### src/design/sc2a_pkg.sv
// ----------------------------------------------------------------------------
// sc2a_pkg: scan code to ASCII shared definitions
// Key codes, the character table and the letter ranges used by the set-1
// scan code decoder.
// ----------------------------------------------------------------------------
package sc2a_pkg;

	localparam logic [7:0] PREFIX_CODE = 8'hE0;
	localparam logic [6:0] KEY_LSHIFT  = 7'h2A;
	localparam logic [6:0] KEY_RSHIFT  = 7'h36;
	localparam logic [6:0] KEY_CTRL    = 7'h1D;
	localparam logic [6:0] KEY_ALT     = 7'h38;
	localparam logic [6:0] KEY_CAPS    = 7'h3A;
	localparam logic [6:0] TABLE_LEN   = 7'd59;

	typedef struct packed {
		logic [6:0] shifted;
		logic [6:0] plain;
	} char_entry_t;

	function automatic logic is_letter(input logic [6:0] code);
		return (code >= 7'h10 && code <= 7'h19) ||
		       (code >= 7'h1E && code <= 7'h26) ||
		       (code >= 7'h2C && code <= 7'h32);
	endfunction

	function automatic char_entry_t char_lookup(input logic [5:0] code);
		char_entry_t ent;
		case (code)
			6'h01: ent = {7'h1B, 7'h1B};
			6'h02: ent = {7'h21, 7'h31};
			6'h03: ent = {7'h40, 7'h32};
			6'h04: ent = {7'h23, 7'h33};
			6'h05: ent = {7'h24, 7'h34};
			6'h06: ent = {7'h25, 7'h35};
			6'h07: ent = {7'h5E, 7'h36};
			6'h08: ent = {7'h26, 7'h37};
			6'h09: ent = {7'h2A, 7'h38};
			6'h0A: ent = {7'h28, 7'h39};
			6'h0B: ent = {7'h29, 7'h30};
			6'h0C: ent = {7'h5F, 7'h2D};
			6'h0D: ent = {7'h2B, 7'h3D};
			6'h0E: ent = {7'h08, 7'h08};
			6'h0F: ent = {7'h09, 7'h09};
			6'h10: ent = {7'h51, 7'h71};
			6'h11: ent = {7'h57, 7'h77};
			6'h12: ent = {7'h45, 7'h65};
			6'h13: ent = {7'h52, 7'h72};
			6'h14: ent = {7'h54, 7'h74};
			6'h15: ent = {7'h59, 7'h79};
			6'h16: ent = {7'h55, 7'h75};
			6'h17: ent = {7'h49, 7'h69};
			6'h18: ent = {7'h4F, 7'h6F};
			6'h19: ent = {7'h50, 7'h70};
			6'h1A: ent = {7'h7B, 7'h5B};
			6'h1B: ent = {7'h7D, 7'h5D};
			6'h1C: ent = {7'h0D, 7'h0D};
			6'h1E: ent = {7'h41, 7'h61};
			6'h1F: ent = {7'h53, 7'h73};
			6'h20: ent = {7'h44, 7'h64};
			6'h21: ent = {7'h46, 7'h66};
			6'h22: ent = {7'h47, 7'h67};
			6'h23: ent = {7'h48, 7'h68};
			6'h24: ent = {7'h4A, 7'h6A};
			6'h25: ent = {7'h4B, 7'h6B};
			6'h26: ent = {7'h4C, 7'h6C};
			6'h27: ent = {7'h3A, 7'h3B};
			6'h28: ent = {7'h22, 7'h27};
			6'h29: ent = {7'h7E, 7'h60};
			6'h2B: ent = {7'h7C, 7'h5C};
			6'h2C: ent = {7'h5A, 7'h7A};
			6'h2D: ent = {7'h58, 7'h78};
			6'h2E: ent = {7'h43, 7'h63};
			6'h2F: ent = {7'h56, 7'h76};
			6'h30: ent = {7'h42, 7'h62};
			6'h31: ent = {7'h4E, 7'h6E};
			6'h32: ent = {7'h4D, 7'h6D};
			6'h33: ent = {7'h3C, 7'h2C};
			6'h34: ent = {7'h3E, 7'h2E};
			6'h35: ent = {7'h3F, 7'h2F};
			6'h37: ent = {7'h2A, 7'h2A};
			6'h39: ent = {7'h20, 7'h20};
			default: ent = {7'h00, 7'h00};
		endcase
		return ent;
	endfunction

endpackage

### src/design/scan_code_to_ascii_top.sv
// ----------------------------------------------------------------------------
// scan_code_to_ascii_top: set-1 scan code to ASCII decoder
// An accepted scan byte is loaded into the input register, and its character
// is then loaded into the result register.
// Throughput: one scan byte per cycle, limited only by output stall.
// Reset clears the prefix, shift, ctrl, alt and caps flags and both valids.
// ----------------------------------------------------------------------------
module scan_code_to_ascii_top (
	input  logic       clk,
	input  logic       arst_n,
	input  logic       in_valid,
	output logic       in_stall,
	input  logic [7:0] scan_byte,
	output logic       out_valid,
	input  logic       out_stall,
	output logic [6:0] ascii_char,
	output logic       ctrl_held,
	output logic       alt_held
);

	logic        valid_s1;
	logic [7:0]  byte_s1;
	logic        prefix_q;
	logic        shift_q;
	logic        ctrl_q;
	logic        alt_q;
	logic        caps_q;
	logic        out_valid_q;
	logic [6:0]  char_q;
	logic        ctrl_out_q;
	logic        alt_out_q;

	logic [6:0]  low;
	logic        is_pfx;
	logic        brk;
	logic        is_alt;
	logic        is_ctrl;
	logic        is_shift;
	logic        is_caps;
	logic        emit;
	logic        out_free;
	logic        s1_go;
	logic        col;
	sc2a_pkg::char_entry_t ent;

	always_comb begin
		low      = byte_s1[6:0];
		brk      = byte_s1[7];
		is_pfx   = (byte_s1 == sc2a_pkg::PREFIX_CODE);
		is_alt   = (low == sc2a_pkg::KEY_ALT);
		is_ctrl  = (low == sc2a_pkg::KEY_CTRL);
		is_shift = !prefix_q && (low == sc2a_pkg::KEY_LSHIFT || low == sc2a_pkg::KEY_RSHIFT);
		is_caps  = !prefix_q && (low == sc2a_pkg::KEY_CAPS);
		emit     = !is_pfx && !brk && !prefix_q && !is_alt && !is_ctrl && !is_shift &&
		           !is_caps && (low < sc2a_pkg::TABLE_LEN);
		ent      = sc2a_pkg::char_lookup(low[5:0]);
		col      = shift_q ^ (sc2a_pkg::is_letter(low) & caps_q);
		out_free = !out_valid_q || !out_stall;
		s1_go    = valid_s1 && (!emit || out_free);
		in_stall = valid_s1 && !s1_go;
	end

	always_ff @(posedge clk or negedge arst_n) begin
		if (!arst_n) begin
			valid_s1 <= 1'b0;
		end else if (in_valid && !in_stall) begin
			valid_s1 <= 1'b1;
		end else if (s1_go) begin
			valid_s1 <= 1'b0;
		end
	end

	always_ff @(posedge clk) begin
		if (in_valid && !in_stall) begin
			byte_s1 <= scan_byte;
		end
	end

	always_ff @(posedge clk or negedge arst_n) begin
		if (!arst_n) begin
			prefix_q <= 1'b0;
			shift_q  <= 1'b0;
			ctrl_q   <= 1'b0;
			alt_q    <= 1'b0;
			caps_q   <= 1'b0;
		end else if (s1_go) begin
			prefix_q <= is_pfx;
			if (!is_pfx) begin
				if (is_alt) begin
					alt_q <= !brk;
				end
				if (is_ctrl) begin
					ctrl_q <= !brk;
				end
				if (is_shift) begin
					shift_q <= !brk;
				end
				if (is_caps && !brk) begin
					caps_q <= !caps_q;
				end
			end
		end
	end

	always_ff @(posedge clk or negedge arst_n) begin
		if (!arst_n) begin
			out_valid_q <= 1'b0;
		end else if (out_free) begin
			out_valid_q <= s1_go && emit;
		end
	end

	always_ff @(posedge clk) begin
		if (out_free && s1_go && emit) begin
			char_q     <= col ? ent.shifted : ent.plain;
			ctrl_out_q <= ctrl_q;
			alt_out_q  <= alt_q;
		end
	end

	assign out_valid  = out_valid_q;
	assign ascii_char = char_q;
	assign ctrl_held  = ctrl_out_q;
	assign alt_held   = alt_out_q;

	a_stall_needs_item: assert property (@(posedge clk) disable iff (!arst_n)
		in_stall |-> valid_s1)
		else $error("input stalled with no request in the input register");

	a_prefix_sets: assert property (@(posedge clk) disable iff (!arst_n)
		(s1_go && is_pfx) |=> prefix_q)
		else $error("prefix byte did not set the prefix flag");

	a_prefix_clears: assert property (@(posedge clk) disable iff (!arst_n)
		(s1_go && !is_pfx) |=> !prefix_q)
		else $error("prefix flag survived a following byte");

	a_emit_reaches_output: assert property (@(posedge clk) disable iff (!arst_n)
		(s1_go && emit) |=> out_valid_q)
		else $error("character request was lost before the output register");

endmodule
### config.mk
export PLATFORM = sky130hd
export DESIGN_NAME = scan_code_to_ascii_top
export DESIGN_NICKNAME = d
export VERILOG_FILES = /design/src/design/sc2a_pkg.sv /design/src/design/scan_code_to_ascii_top.sv
export SDC_FILE = /design/constraint.sdc
export NUM_CORES = 1
export LEC_CHECK = 0
export BUFFER_PORTS_ARGS = -buffer_cell sky130_fd_sc_hd__buf_2
export CAP_MARGIN = 20
export CORE_MARGIN = 2
export CORE_UTILIZATION = 55
export DETAILED_ROUTE_END_ITERATION = 16
export PLACE_DENSITY = 0.82
export SLEW_MARGIN = 20
export SYNTH_ARGS = -nofsm -noshare
export SYNTH_HDL_FRONTEND = slang
export SYNTH_SLANG_ARGS = --single-unit
### constraint.sdc
create_clock -name clk -period 4.76 [get_ports clk]
set_clock_uncertainty 0.2 [all_clocks]
set_input_delay 0.714 -clock clk [delete_from_list [all_inputs] [get_ports clk]]
set_output_delay 0.714 -clock clk [all_outputs]
set_load 0.02 [all_outputs]
## Word level (Yosys, flattened, before mapping)

Memory sizes are Yosys's and may differ from the RTL's. A register that Yosys moved wholly into a read port is not among the register bits.
Index checks and enable logic that the tools add are counted.

- Order comparisons: 7
- Equal/unequal tests: 6
- Mux-type cells: 4
- Bitwise gates (word level): 3
- Reductions and logical operators: 42

Operators by type and width:

| cell | number |
|---|---|
| $eq A7 B6 Y1 const B | 4 |
| $logic_and A1 B1 Y1 | 19 |
| $ge A7 B5 Y1 const B | 2 |
| $le A7 B6 Y1 const B | 2 |
| $logic_not A1 Y1 | 13 |
| $reduce_and A3 Y1 | 4 |
| $eq A8 B8 Y1 const B | 1 |
| $eq A7 B5 Y1 const B | 1 |
| $ge A7 B6 Y1 const B | 1 |
| $le A7 B5 Y1 const B | 1 |
| $lt A7 B6 Y1 const B | 1 |
| $mux W7 | 1 |
| $mux W6 | 1 |
| $logic_or A1 B1 Y1 | 5 |
| $mux W1 | 2 |
| $reduce_bool A2 Y1 | 1 |
| $and A1 B1 Y1 | 1 |
| $not A1 Y1 | 1 |
| $xor A1 B1 Y1 | 1 |

- Register bits after elaboration: 24
- Memory bits (read-only): 896
- Input bits: 12
- Output and inout port bits: 11
- Memories kept: 1

Memory list:

| memory | depth | bits a word | rd ports | clocked after Yosys merged registers in | wr ports | line | text |
|---|---|---|---|---|---|---|---|
| (no name shown) | 64 | 14 | 1 | 1 | 0 | sc2a_pkg.sv:29 | `case (code)` |

## Longest topological paths before layout

Gate-level depths: netlist of run 1.

- Word-level depth: 17
- Depth in mapped cells: 13

## Worst setup path after synthesis of run 1

OpenSTA, ideal clock, no wires.

- Path type: register to register
- From: register byte_s1[0]
- To: register, netlist name ent[2]
- Setup time: 132 ps
- Data arrival time: 3075 ps
- Slack: 1353 ps
- Stages on the path, launching flop included: 12
- Buffers on the path: 1
- Period minus slack after synthesis: 3407 ps
- Path through: edfxtp_1 > or3b_1 > a2111o_1 > o211ai_2 > o21ai_4 > mux2i_2 > inv_2 > ha_1 > buf_1 > o2111a_1 > o31ai_2 > a22oi_1

- Word-level cells in the longest chain between the ends: 17
- Elaborated cells on any way between the ends: 30
- Classes of those cells: 1 x order compare; 6 x eq/ne; 1 x mux; 22 x reduce/logical

Ends and longest elaborated chain:

| what | line | text |
|---|---|---|
| start: declaration | scan_code_to_ascii_top.sv:22 | `logic [7:0] byte_s1;` |
| start signal: assignment | scan_code_to_ascii_top.sv:75 | `byte_s1 <= scan_byte;` |
| $eq A8 B8 Y1 | scan_code_to_ascii_top.sv:49 | `is_pfx = (byte_s1 == sc2a_pkg::PREFIX_CODE);` |
| $logic_not A1 Y1 | - |  |
| $logic_and A1 B1 Y1 (6 in a row) | scan_code_to_ascii_top.sv:54 | `emit = !is_pfx && !brk && !prefix_q && !is_alt && !is_ctrl && !is_shift &&` |
| $logic_and A1 B1 Y1 | scan_code_to_ascii_top.sv:55 | `!is_caps && (low < sc2a_pkg::TABLE_LEN);` |
| $logic_not A1 Y1 | scan_code_to_ascii_top.sv:59 | `s1_go = valid_s1 && (!emit \|\| out_free);` |
| $logic_or A1 B1 Y1 | scan_code_to_ascii_top.sv:59 |  |
| $logic_and A1 B1 Y1 | scan_code_to_ascii_top.sv:59 |  |
| $logic_not A1 Y1 | scan_code_to_ascii_top.sv:60 | `in_stall = valid_s1 && !s1_go;` |
| $logic_and A1 B1 Y1 | scan_code_to_ascii_top.sv:60 |  |
| $logic_not A1 Y1 | scan_code_to_ascii_top.sv:74 | `if (in_valid && !in_stall) begin` |
| $logic_and A1 B1 Y1 | scan_code_to_ascii_top.sv:74 |  |
| $mux W6 (no line) * | - |  |

Mark *: on every way between the ends. The rest lies on a longest branch, timed or not.
A chain may end at the register's enable or synchronous reset.

## Worst setup path in the final report of run 1

- From: register byte_s1[0]
- To: register, netlist name ent[9]

- Word-level cells in the longest chain between the ends: 17
- Elaborated cells on any way between the ends: 30
- Classes of those cells: 1 x order compare; 6 x eq/ne; 1 x mux; 22 x reduce/logical

Ends and longest elaborated chain:

| what | line |
|---|---|
| $eq A8 B8 Y1 | scan_code_to_ascii_top.sv:49 |
| $logic_not A1 Y1 | - |
| $logic_and A1 B1 Y1 (6 in a row) | scan_code_to_ascii_top.sv:54 |
| $logic_and A1 B1 Y1 | scan_code_to_ascii_top.sv:55 |
| $logic_not A1 Y1 | scan_code_to_ascii_top.sv:59 |
| $logic_or A1 B1 Y1 | scan_code_to_ascii_top.sv:59 |
| $logic_and A1 B1 Y1 | scan_code_to_ascii_top.sv:59 |
| $logic_not A1 Y1 | scan_code_to_ascii_top.sv:60 |
| $logic_and A1 B1 Y1 | scan_code_to_ascii_top.sv:60 |
| $logic_not A1 Y1 | scan_code_to_ascii_top.sv:74 |
| $logic_and A1 B1 Y1 | scan_code_to_ascii_top.sv:74 |
| $mux W6 (no line) * | - |

Marked as above.

==> impl_metrics.json, run 1 <==
{
  "drc": 0,
  "cts_resized": 0,
  "synth_cell_types": 71,
  "timing.rr.start": "byte_s1[0]$_DFFE_PP_",
  "netlist_instances": 306,
  "yosys_warnings": 0,
  "nFillCells": 470,
  "timing.fmax_mhz": 252,
  "synth_xor_area_share_pct": 1.79,
  "drv_slew": 0,
  "avgSynthCellArea_sq_um": 9.59,
  "relSlewSlack_pct": 40.8,
  "yosysTopAreaCell": "edfxtp_1",
  "design_area_sq_um": 3190,
  "r2r_slack_ns": 0.80,
  "grt_util_all_layers_pct": 26.4,
  "globalplace.congestion": 1.03,
  "drv_cap": 0,
  "clockPowerShare_pct": 24.3,
  "syn-num-nets": 330,
  "p_sw_share_pct": 32.1,
  "synthAdderAreaFrac_pct": 5.12,
  "die_w_um": 77.1,
  "ioPinCount": 23,
  "area_growth_pct": 8.53,
  "path_class": "flip-flop to flip-flop",
  "viasPerCell": 6.40,
  "cts.sinks": 38,
  "cts_max_level": 2,
  "powerDensity_nw_per_um2": 272,
  "hold_path.class": "primary input to async pin",
  "fin_crit_sh_pct": 83.2,
  "port_buffers": 22,
  "num_vias": 2539,
  "numCtsBuffers": 5,
  "rows": 26,
  "crit_arrival_ns": 3.96,
  "crit_path_start_kind": "flip-flop",
  "post_cts_buffers": 0,
  "seqPwrFrac_pct": 45.0,
  "synth_top_area_share_pct": 17.4,
  "grt_max_degree": 30,
  "clockRootBuffer": "clkbuf_8",
  "antennaDiodeCount": 0,
  "p_switching_w": 0.000278,
  "leakagePower_nw": 1.34,
  "first_iter_violations": 427,
  "path_clk_slew_ns": 0.07,
  "synth-compound-area-share_pct": 22.2,
  "synth_area_leaders": "edfxtp_1, dfxtp_1, mux2i_1",
  "clockBufferDepth": 2,
  "layout-drive-gt1-share_pct": 20.8,
  "cp.required_ns": 4.76,
  "crit_path_end_kind": "flip-flop",
  "wire_per_inst_um": 19.1,
  "postPlaceCellArea_sq_um": 3100,
  "ir_worst_vdd_mv": 0.147,
  "worstRegToRegCells": 11,
  "postRouteAntennaNets": 0,
  "setup_viol": 0,
  "ys_ff_latch": 38,
  "hold_viol": 0,
  "antenna_found_initial": 0,
  "wirelength_um": 7570,
  "yosys-mux-area-fraction_pct": 18.5,
  "final_nets": 350,
  "clk_latency_ns": 0.29,
  "r2r-end": "ent[9]$_DFF_P_",
  "drt-pass1-iter-count": 7,
  "synthSimpleGateAreaFrac_pct": 14.1,
  "critical_path.max_fanout": 29,
  "grt_pass1_wl_um": 12400,
  "grt_pass1_vias": 2381,
  "synth-seq-area-share_pct": 32.9,
  "die_h_um": 77.1,
  "synthArstFlopShare_pct": 18.4,
  "period_minus_slack_ns": 3.96,
  "holdBufCountCts": 0,
  "start_util_pct": 57.1,
  "synth-edff-count": 17,
  "core-area_sq_um": 5140,
  "grt.overflow.total": 0,
  "synth_area_sq_um": 2940,
  "tightest_slew_ns": 0.882,
  "combPwrFrac_pct": 30.6,
  "power.internal_w": 0.000587,
  "dieArea_sq_um": 5940,
  "hpwlAfterDp_um": 5500,
  "synth_top_family_by_area": "compound AO/OA/AOI/OAI gates",
  "tritoncts": "built",
  "tns_ns": 0,
  "status": "finished, final reports clean",
  "rsz0062_at_grt": "no",
  "synth_flop_cell": "edfxtp_1"
}
-- placed cells by master, fill, tap and decap left out, types with 10 or more instances in the layout --
cell type and count:
nand2_1 34, buf_4 10, mux2i_1 23, inv_1 11, edfxtp_1 17, buf_2 22
a21oi_1 12, ha_1 12, nor2_1 18, dfxtp_1 14, mux2_2 13
-- layer usage --
layer | wire [um] | vias to the layer above | track usage [%] | share of wire (%)
met4 | 227 | 0 | 11.6 | 3.0
met1 | 3310 | 1171 | 36.5 | 44
li1 | - | 1183 | - | -
met3 | 724 | 23 | 5.18 | 9.6
met5 | 0 | - | 0 | 0
met2 | 3310 | 162 | 40.3 | 44
-- worst max path at each step --
| stage | start | slack (ns) | depth (start not counted) | end |
|---|---|---|---|---|
| after global placement | byte_s1[0]$_DFFE_PP_ | 1.0 | 11 | ent[10]$_DFF_P_ |
| after detailed placement | byte_s1[0]$_DFFE_PP_ | 0.93 | 11 | ent[9]$_DFF_P_ |
| after CTS | byte_s1[0]$_DFFE_PP_ | 0.91 | 11 | ent[9]$_DFF_P_ |
| after floorplan | byte_s1[0]$_DFFE_PP_ | 1.35 | 11 | ent[2]$_DFF_P_ |
| final | byte_s1[0]$_DFFE_PP_ | 0.80 | 11 | ent[9]$_DFF_P_ |
| after global routing | byte_s1[0]$_DFFE_PP_ | 0.67 | 11 | ent[9]$_DFF_P_ |
-- cell type report --
| cell class | count | area [sq um] | share of cell area, % |
|---|---|---|---|
| multi-input combinational | 235 | 1810 | 56.8 |
| sequential | 38 | 966 | 30.3 |
| timing repair buffer | 32 | 185 | 5.81 |
| tap | 70 | 87.6 | 2.75 |
| clock buffer | 6 | 72.6 | 2.28 |
| inverter | 14 | 53.8 | 1.69 |
| clock inverter | 2 | 10.0 | 0.314 |
-- registers in the layout, summed over array words and instances, names as in the netlist --
name / flops
alt_held: 1
alt_q: 1
ascii_char: 7
byte_s1: 8
caps_q: 1
ctrl_held: 1
ctrl_q: 1
ent: 14
out_valid: 1
prefix_q: 1
shift_q: 1
valid_s1: 1
-- worst max-delay path, stage by stage (launching register included) --
cell	delay, ns
edfxtp_1	0.50
or3b_1	0.43
a2111o_1	0.45
o211ai_2	0.19
o21ai_4	0.10
buf_4	0.29
mux2_4	0.42
inv_2	0.20
ha_1	0.48
o2111a_1	0.30
o31ai_2	0.08
a22oi_1	0.22
-- power groups by stage --
stage	registers (W)	clock network [W]	logic [W]
global placement	0.000396	0	0.000256
finish	0.000390	0.000210	0.000265
global route	0.000393	0.000232	0.000284
detailed placement	0.000397	0	0.000257
CTS	0.000390	0.000215	0.000258
floorplan	0.000397	0	0.000190
-- metrics by stage --
step           power (W)  worst slack [ns]  util, %  hold slack (ns)  std cells
3_5_place_dp    0.000654             0.927     60.4            0.238        389
2_1_floorplan   0.000587              1.35        -            0.218        306
4_1_cts         0.000863             0.908     62.0           0.0402        397
3_3_place_gp    0.000652             0.998     60.4            0.240        389
6_report        0.000866             0.798     62.0           0.0400        397
5_1_grt         0.000909             0.666     62.0           0.0417        397
-- Yosys cell counts (all sizes together) (8+ instances only) --
master	instances
a21oi	12
buf	12
dfxtp	14
edfxtp	17
ha	12
inv	13
mux2	18
mux2i	29
nand2	34
nor2	18
o211ai	8
o21ai	9
-- cell families (layout without fill, tap and decap cells) --
| family | Yosys count | count (layout) |
|---|---|---|
| AO/OA/AOI/OAI | 85 | 85 |
| XOR/XNOR | 6 | 6 |
| AND/OR/NAND/NOR | 85 | 85 |
| buffers and inverters | 33 | 54 |
| flip-flops | 38 | 38 |
| multiplexers | 47 | 47 |
| adder cells (fa/ha/maj) | 12 | 12 |
No activity file was read; power rests on OpenSTA's default activity.
==> inputs of run 2 (changes only) <==
==> constraint.sdc (replaced) <==
create_clock -name clk -period 3.8 [get_ports clk]
set_clock_uncertainty 0.2 [all_clocks]
set_input_delay 0.57 -clock clk [delete_from_list [all_inputs] [get_ports clk]]
set_output_delay 0.57 -clock clk [all_outputs]
set_load 0.02 [all_outputs]
==> run 2 against run 1 <==
Compared with the run above: fmax rose by 9.3%; critical path depth fell by 1; sequential share of layout area fell by 0.78 points; via count rose by 3.2%; clock-buffer cell count did not move; first-iteration DRC count rose by 38%; non-clock buffer count rose by 10; highest routed layer unchanged; utilization rose by 1.6 points; wire length rose by 5.8%; global-route usage rose by 1.6 points.
==> impl_metrics.json, run 2 (synthesized netlist as in run 1, its figures left out) <==
{
  "fin_crit_sh_pct": 95.4,
  "period_minus_slack_ns": 3.63,
  "path_class": "flip-flop to flip-flop",
  "place_worst_setup_slack_ns": 0.180,
  "wire_per_inst_um": 19.7,
  "min_path_cells": 1,
  "antenna_found_initial": 0,
  "clockRootBuffer": "clkbuf_8",
  "fin_ws_ns": 0.175,
  "cts_max_level": 2,
  "status": "finished, final reports clean",
  "postRouteAntennaNets": 0,
  "drv_cap": 0,
  "core-area_sq_um": 5140,
  "ir_worst_vdd_mv": 0.165,
  "tightest_slew_ns": 0.591,
  "drt-pass1-iter-count": 5,
  "wirelength_um": 8010,
  "hold_path.class": "primary input to flip-flop",
  "grt_util_all_layers_pct": 28.0,
  "fin_cells": 407,
  "drc": 0,
  "grt_pass1_vias": 2588,
  "grt_max_degree": 20,
  "grt.overflow.total": 0,
  "crit_arrival_ns": 3.60,
  "critical-path-max-stage-delay_ns": 0.45,
  "rows": 26,
  "worstRegToRegCells": 10,
  "viasPerCell": 6.44,
  "tritoncts": "built",
  "area_growth_pct": 11.4,
  "clockBufferDepth": 2,
  "rsz0062_at_grt": "no",
  "holdWs_ns": 0.251,
  "drv_slew": 0,
  "tns_ns": 0,
  "critPathSlowestCell": "a2111o_1",
  "cp.required_ns": 3.77,
  "num_vias": 2621,
  "path_clk_slew_ns": 0.08,
  "die_w_um": 77.1,
  "numCtsBuffers": 5,
  "placed_cells": 396,
  "layout-drive-gt1-share_pct": 23.4,
  "dieArea_sq_um": 5940,
  "final_cell_mix": "nand2_1, mux2i_1, buf_2",
  "first_iter_violations": 591,
  "globalplace.congestion": 1.02,
  "setup_viol": 0,
  "grt_pass1_wl_um": 13200,
  "timing.fmax_mhz": 276,
  "powerDensity_nw_per_um2": 338,
  "nFillCells": 463,
  "final_nets": 360,
  "critical_path.max_fanout": 12,
  "clk_latency_ns": 0.29,
  "hold_viol": 0,
  "total_power_w": 0.00110,
  "leakagePower_nw": 1.38,
  "port_buffers": 22,
  "start_util_pct": 57.1,
  "antennaDiodeCount": 0,
  "layout_commonest_cell": "nand2_1",
  "cp_cell_sequence": "or3b_1, a2111o_1, o211ai_2, o21ai_4, mux2_4, ha_1, inv_1, a21o_1, o31ai_2, a22oi_1",
  "die_h_um": 77.1,
  "crit_path_end_kind": "flip-flop",
  "hpwlAfterDp_um": 5650,
  "largest_register_ffs": 14,
  "relSlewSlack_pct": 59.4,
  "cts.sinks": 38,
  "crit_path_start_kind": "flip-flop",
  "ioPinCount": 23
}
## run 2: changes by cell type in the layout (fill, tap and decap cells not counted), sizes merged
cell	before	now
buf	32	41
dlygate4sd3	0	1
## run 2: final timing paths
| check | to | startpoint | slack (ns) |
|---|---|---|---|
| worst max-delay path | ent[2]$_DFF_P_ | byte_s1[0]$_DFFE_PP_ | 0.17 |
| worst min-delay path | byte_s1[6]$_DFFE_PP_ | scan_byte[6] | 0.25 |
| worst max register to register | ent[2]$_DFF_P_ | byte_s1[0]$_DFFE_PP_ | 0.17 |
| worst min register to register | alt_held$_DFFE_PP_ | alt_q$_DFFE_PN0P_ | 0.27 |
| max in group asynchronous | ctrl_q$_DFFE_PN0P_ | arst_n | 2.81 |
| min in group asynchronous | alt_q$_DFFE_PN0P_ | arst_n | 0.43 |
## run 2: timing repair
action	in CTS	in global routing
buffers inserted	0	2
endpoints found under the hold margin	7	0
setup endpoints to repair	0	5
hold buffers	1	0
gates resized for setup	0	2
## run 2: worst max-delay path: cells and delay by family, from the launching register on
| family | cells | cell delay, ns |
|---|---|---|
| compound gates | 6 | 1.53 |
| flops | 1 | 0.44 |
| mux | 1 | 0.43 |
| simple gates | 1 | 0.42 |
| fa+ha+maj | 1 | 0.35 |
| buf+inv | 1 | 0.13 |
## run 2: per-stage QoR
stage	cell area [sq um]	utilization, %
6_report	3270	63.6
5_1_grt	3270	63.6
4_1_cts	3250	63.2
3_5_place_dp	3160	61.4
3_3_place_gp	3160	61.4
2_1_floorplan	2940	-
## run 2: per-layer routing
layer,global-route usage [%],share of wire (%)
met1,36.8,42
met2,44.9,47
met3,6.71,9.1
met4,10.7,2.4
met5,0,0
## run 2: layout make-up
class                   instances  area, sq um  area share (%)
clock buffers                   6         72.6            2.22
inverters                      14         53.8            1.65
well taps                      70         87.6            2.68
flip-flops and latches         38          966            29.5
repair buffers                 42          263            8.04
multi-input cells             235         1820            55.6
clock inverters                 2         10.0           0.306
## run 2: power breakdown
group          internal [W]  switching, W  leakage, nW  total, W
Combinational      0.000145      0.000204        0.973  0.000350
Sequential         0.000473     0.0000143        0.365  0.000487
Clock              0.000127      0.000141       0.0450  0.000268
